$ cat src/rtl/core/ffra_ram.sv
// ----------------------------------------------------------------------------
// Generic RAM
// One write port and one read port with registered read data.
// ----------------------------------------------------------------------------
module ffra_ram #(
  parameter int WIDTH = 8,
  parameter int DEPTH = 16
) (
  input  logic                     clk,
  input  logic                     we,
  input  logic [$clog2(DEPTH)-1:0] waddr,
  input  logic [WIDTH-1:0]         wdata,
  input  logic [$clog2(DEPTH)-1:0] raddr,
  output logic [WIDTH-1:0]         rdata
);

  logic [WIDTH-1:0] mem [DEPTH];

  always_ff @(posedge clk) begin
    if (we) begin
      mem[waddr] <= wdata;
    end
    rdata <= mem[raddr];
  end

endmodule

$ cat config.mk
export PLATFORM = sky130hd
export DESIGN_NAME = ffra_ram
export DESIGN_NICKNAME = d
export VERILOG_FILES = /design/src/rtl/core/ffra_ram.sv
export SDC_FILE = /design/constraint.sdc
export NUM_CORES = 1
export LEC_CHECK = 0
export ABC_AREA = 1
export BUFFER_PORTS_ARGS = -buffer_cell sky130_fd_sc_hd__buf_2
export CORE_MARGIN = 1
export CORE_UTILIZATION = 55
export DETAILED_ROUTE_END_ITERATION = 16
export PLACE_DENSITY_LB_ADDON = 0.12
export SYNTH_ARGS = -nofsm -noshare
export SYNTH_HDL_FRONTEND = slang
export SYNTH_SLANG_ARGS = --single-unit
$ cat constraint.sdc
create_clock -name clk -period 1.8 [get_ports clk]
set_clock_uncertainty 0.2 [all_clocks]
set_input_delay 0.36 -clock clk [delete_from_list [all_inputs] [get_ports clk]]
set_output_delay 0.36 -clock clk [all_outputs]
set_load 0.02 [all_outputs]
==> flow_summary.toml, run 1 <==
[yosys]
synth_top_family_by_area = "simple AND/OR/NAND/NOR gates"
yosys.area_share.xor_xnor_pct = 0
synth_common_cells = "nand2_1 (173), edfxtp_1 (128), inv_1 (100), nand3_1 (97), nor2_1 (17)"
synthFlopType = "edfxtp_1"
mappedNetlistArea_um2 = 5770
synthMuxAreaShare_pct = 0
synthCells = 551
ys_top_cells_by_area = "edfxtp_1 (67%), nand2_1 (11%), nand3_1 (8.4%)"
yosysWarnings = 0
ys_ff_latch = 136
synth_top_area_cell = "edfxtp_1"
yosysTopAreaCellShare_pct = 66.7
synthArstFlopShare_pct = 0
synth_fa_ha_area_share_pct = 0
yosys.area_share.simple_pct = 21.0
synth_area_per_cell_um2 = 10.5
synth_edf_count = 128
ys_types = 12
synth_most_common_cell = "nand2_1"
synth_compound_area_share_pct = 0
synth_seq_area_share_pct = 69.4
syn-num-nets = 569

[detailed_routing]
routed_wl_um = 12700
vias = 3847
viasPerCell = 5.16
first_iter_violations = 310
firstDrtPassIters = 4
drc = 0
wl_per_cell_um = 17.1
final_antenna_net_count = 0

[placement]
portBuffers = 25
place.gp.congestion = 0.842
place_area_um2 = 6130
dp_cells = 713
dp_hpwl_um = 7780
dp_slack_ns = 0.158

[run]
maxCapViolations = 0

[floorplan]
initial_core_util_pct = 56.4
rows = 37
die_w_um = 104
io-pin-count = 26
die_h_um = 104
design.core.area_um2 = 10200
die-area_um2 = 10900

[global_route]
grt_start_max_net_pins = 65
grt_pass1_wl_um = 20200
grt_pass1_vias = 3788
grt.overflow.total = 0
grt_usage_pct = 25.6
antenna_found_initial = 0

[worst_setup_path]
path_class = "register to output port"
cp-end-kind = "output port"
r2r_end = "rdata[3]"
ff2ff_path_depth = 6
required_ns = 1.24
critPathTopFamily = "flip-flops"
critPathMaxStageDelay_ns = 0.38
r2r_slack_ns = 0.58
worstPathCellList = "buf_2"
start_kind = "register"
crit_slowest_cell = "dfxtp_1"
crit_buf_inv = 1
r2r_start = "mem[9][3]"
arrival_ns = 1.08
crit_fanout = 1

[timing]
maxSlewViolCount = 0
report.final.hold_viol_count = 0
relSlewSlack_pct = 75.3
fin_crit_sh_pct = 91.2
tightest_slew_ns = 0.371
setup-tns-final_ns = 0
rsz0062_at_grt = "no"
setup_slack_ns = 0.159
period_minus_slack_ns = 1.64
final-setup-viol-count = 0
timing.fmax_mhz = 609

[worst_hold_path]
min-delay-start = "wdata[2]"
hold_end = "mem[2][2]"
hold_class = "primary input to register"
min_path_cells = 1

[cells_and_area]
area_growth_pct = 17.7
drive_above_1_share_pct = 13.3
antennaDiodeCount = 0
final_nets = 615
finalNonFillerCells = 746
stdcell_area_um2 = 6790

[power]
pwr-share-clk_pct = 48.2
p_per_area_nw_per_um2 = 1150
power.share.switching_pct = 20.5
ir_worst_vdd_v = 0.000873
p_leak_nw = 2.97
switchingPower_mw = 1.60
power.internal_mw = 6.20
combPwrFrac_pct = 6.0
power_mw = 7.79
pwr-share-seq_pct = 45.8

[clocking]
insertion_delay_ns = 0.52
post_cts_buffers = 0
clock_sinks = 136
clockBufferDepth = 2
cts_hold_buf = 1
ctsRootBufferMaster = "clkbuf_8"
htree_num_levels = 4
clkSlewWorstSetupHoldPaths_ns = 0.06
cts_buffers = 17
cts_tree = "done"
cts_resized = 0

[status]
status = "finished, final reports clean"
-- stage by stage --
stage                     hold slack [ns]  utilization (%)
after floorplan                     0.259                -
after global placement              0.450             59.9
after detailed placement            0.457             59.9
after CTS                          0.0454             66.4
after global routing               0.0507             66.4
final                              0.0576             66.4
-- flip-flops by register name (all words and copies together) (netlist names) --
name,flops
rdata,8
mem,128
-- cell usage in the layout (no fill, tap or decap) --
cell           count
clkinv_4           1
dfxtp_1            8
edfxtp_1         128
inv_1            100
nor2_1            17
clkinvlp_4         3
bufinv_16          6
dlygate4sd3_1      1
clkbuf_1           1
clkinv_2           2
clkbuf_16         16
nand3_1           97
clkinv_1           2
buf_2             25
buf_12             4
nand2_1          173
inv_2              2
clkbuf_8           1
nand3b_1           2
buf_4             21
-- routing by layer --
layer / vias to the layer above / track usage (%) / wire length (um) / part of all wire (%)
li1: 1866 / - / - / -
met1: 1775 / 35.0 / 5390 / 42
met2: 176 / 38.5 / 5830 / 46
met3: 30 / 5.83 / 1030 / 8.1
met4: 0 / 13.3 / 471 / 3.7
met5: - / 0 / 0 / 0
-- final cells by class --
class / count / area (um^2)
sequential: 136 / 4000
clock inverter: 14 / 229
tap: 136 / 170
inverter: 102 / 383
multi-input combinational: 289 / 1210
fill: 799 / 3440
clock buffer: 18 / 418
timing repair buffer: 51 / 373
-- cell families after synthesis --
kind of cell,Yosys count
flops,136
buf+inv,126
simple gates,289
-- how the worst max path moves through the flow --
stage,end,depth (start not counted),slack [ns],start
6_report,rdata[3],1,0.16,rdata[3]
2_1_floorplan,mem[10][0],2,0.29,waddr[2]
3_3_place_gp,rdata[1],8,0.17,raddr[0]
5_1_grt,rdata[3],1,0.13,rdata[3]
3_5_place_dp,rdata[1],8,0.16,raddr[0]
4_1_cts,rdata[3],1,0.14,rdata[3]
-- power groups by stage --
| stage | Sequential [mW] | Clock [mW] | Combinational [mW] |
|---|---|---|---|
| 3_5_place_dp | 3.63 | 0 | 0.465 |
| 6_report | 3.57 | 3.76 | 0.468 |
| 3_3_place_gp | 3.63 | 0 | 0.457 |
| 5_1_grt | 3.57 | 3.93 | 0.515 |
| 2_1_floorplan | 3.65 | 0 | 0.250 |
| 4_1_cts | 3.57 | 3.80 | 0.470 |
No activity file was read; power rests on OpenSTA's default activity.
==> run 2: changes to the inputs <==
--- a/config.mk
+++ b/config.mk
@@ -6,11 +6,12 @@
 export NUM_CORES = 1
 export LEC_CHECK = 0
 export ABC_AREA = 1
-export BUFFER_PORTS_ARGS = -buffer_cell sky130_fd_sc_hd__buf_2
+export BUFFER_PORTS_ARGS = -buffer_cell sky130_fd_sc_hd__clkbuf_2
 export CORE_MARGIN = 1
 export CORE_UTILIZATION = 55
 export DETAILED_ROUTE_END_ITERATION = 16
 export PLACE_DENSITY_LB_ADDON = 0.12
+export SLEW_MARGIN = 30
 export SYNTH_ARGS = -nofsm -noshare
 export SYNTH_HDL_FRONTEND = slang
 export SYNTH_SLANG_ARGS = --single-unit
==> flow_summary.toml, run 2 (synthesis results as in run 1) <==
[clocking]
ctsRootBufferMaster = "clkbuf_8"
cts_tree = "done"
cts_resized = 0
post_cts_buffers = 0
cts_buffers = 17
htree_num_levels = 4
clock_sinks = 136
cts_hold_buf = 0
clkSlewWorstSetupHoldPaths_ns = 0.06
clockBufferDepth = 2
insertion_delay_ns = 0.52

[timing]
tightest_slew_ns = 0.423
maxSlewViolCount = 0
timing.fmax_mhz = 605
relSlewSlack_pct = 71.8
setup-tns-final_ns = 0
period_minus_slack_ns = 1.65
rsz0062_at_grt = "no"
report.final.hold_viol_count = 0
setup_slack_ns = 0.148
final-setup-viol-count = 0
fin_crit_sh_pct = 91.8

[placement]
dp_slack_ns = 0.118
dp_cells = 713
place.gp.congestion = 0.816
dp_hpwl_um = 7840
portBuffers = 25
place_area_um2 = 6150

[detailed_routing]
vias = 3847
wl_met1_um = 5340
viasPerCell = 5.16
wl_met3_um = 767
route.met2.wl_um = 6300
firstDrtPassIters = 4
final_antenna_net_count = 0
routed_wl_um = 12700
drc = 0
top_layer_used = "met4"
first_iter_violations = 369
wl_per_cell_um = 17.0

[cells_and_area]
largest_reg_flops = 128
finalNonFillerCells = 745
mostFrequentLayoutCell = "nand2_1"
fillCellCount = 816
top_regs = "mem: 128 flops, rdata: 8 flops"
drive_above_1_share_pct = 13.5
stdcell_area_um2 = 6770
largest_register = "mem"
antennaDiodeCount = 0
area_growth_pct = 17.4
final_nets = 614
final_cell_mix = "nand2_1 (173), edfxtp_1 (128), inv_1 (100)"

[power]
ir_worst_vdd_v = 0.000743
p_per_area_nw_per_um2 = 1130
power.internal_mw = 6.05
power.share.switching_pct = 20.9
switchingPower_mw = 1.60
power_mw = 7.65
pwr-share-seq_pct = 46.6
combPwrFrac_pct = 6.1
p_leak_nw = 2.97
pwr-share-clk_pct = 47.3

[worst_setup_path]
worstSetupPathDepth = 1
worstPathCellList = "clkbuf_2"
crit_slowest_cell = "dfxtp_1"
start_kind = "register"
cp-end-kind = "output port"
path_class = "register to output port"
critPathTopFamily = "flip-flops"
crit_buf_inv = 1
required_ns = 1.24
crit_fanout = 1
critPathMaxStageDelay_ns = 0.38
ff2ff_path_depth = 6
arrival_ns = 1.09

[global_route]
grt_pass1_vias = 3610
grt.overflow.total = 0
grt_start_max_net_pins = 65
grt_usage_pct = 25.0
antenna_found_initial = 0
grt_pass1_wl_um = 19400

[floorplan]
io-pin-count = 26
initial_core_util_pct = 56.4
die-area_um2 = 10900
rows = 37
design.core.area_um2 = 10200
die_h_um = 104
die_w_um = 104

[worst_hold_path]
min_path_cells = 1
hold_class = "primary input to register"

[status]
status = "finished, final reports clean"

[run]
maxCapViolations = 0
## run 2: cell count changes in the layout (fill, tap and decap cells not counted), sizes merged
cell,before,now
buf,50,25
dlygate4sd3,1,0
clkinv,5,6
clkinvlp,3,4
bufinv,6,5
clkbuf,18,42
## run 2: layout make-up
type	instances	area, um^2	area share [%]
sequential	136	4000	59.2
tap	136	170	2.51
multi-input combinational	289	1210	17.9
clock buffer	17	414	6.12
inverter	102	383	5.66
clock inverter	15	208	3.07
timing repair buffer	50	375	5.55
## run 2: per-stage QoR
| stage | util [%] | hold WS [ns] |
|---|---|---|
| floorplan | - | 0.259 |
| CTS | 66.1 | 0.0745 |
| global placement | 60.1 | 0.439 |
| global route | 66.1 | 0.102 |
| finish | 66.1 | 0.0966 |
| detailed placement | 60.1 | 0.445 |
## run 2: layer usage
layer	vias up	track usage (%)
met5	-	0
met1	1837	34.1
met4	0	9.80
met2	125	39.5
li1	1866	-
met3	19	5.20
## run 2: worst paths after layout
path | start | slack [ns] | to
hold / removal | wdata[2] | 0.1 | mem[12][2]
setup / recovery | rdata[3] | 0.15 | rdata[3]
setup reg to reg | mem[1][5] | 0.60 | rdata[5]
hold reg to reg | mem[12][5] | 0.46 | rdata[5]
## run 2: power by group through the flow
stage               clock network (mW)  logic, mW  registers, mW
finish                            3.61      0.469           3.56
global route                      3.78      0.515           3.57
CTS                               3.65      0.472           3.56
detailed placement                   0      0.469           3.63
global placement                     0      0.462           3.63
floorplan                            0      0.250           3.65
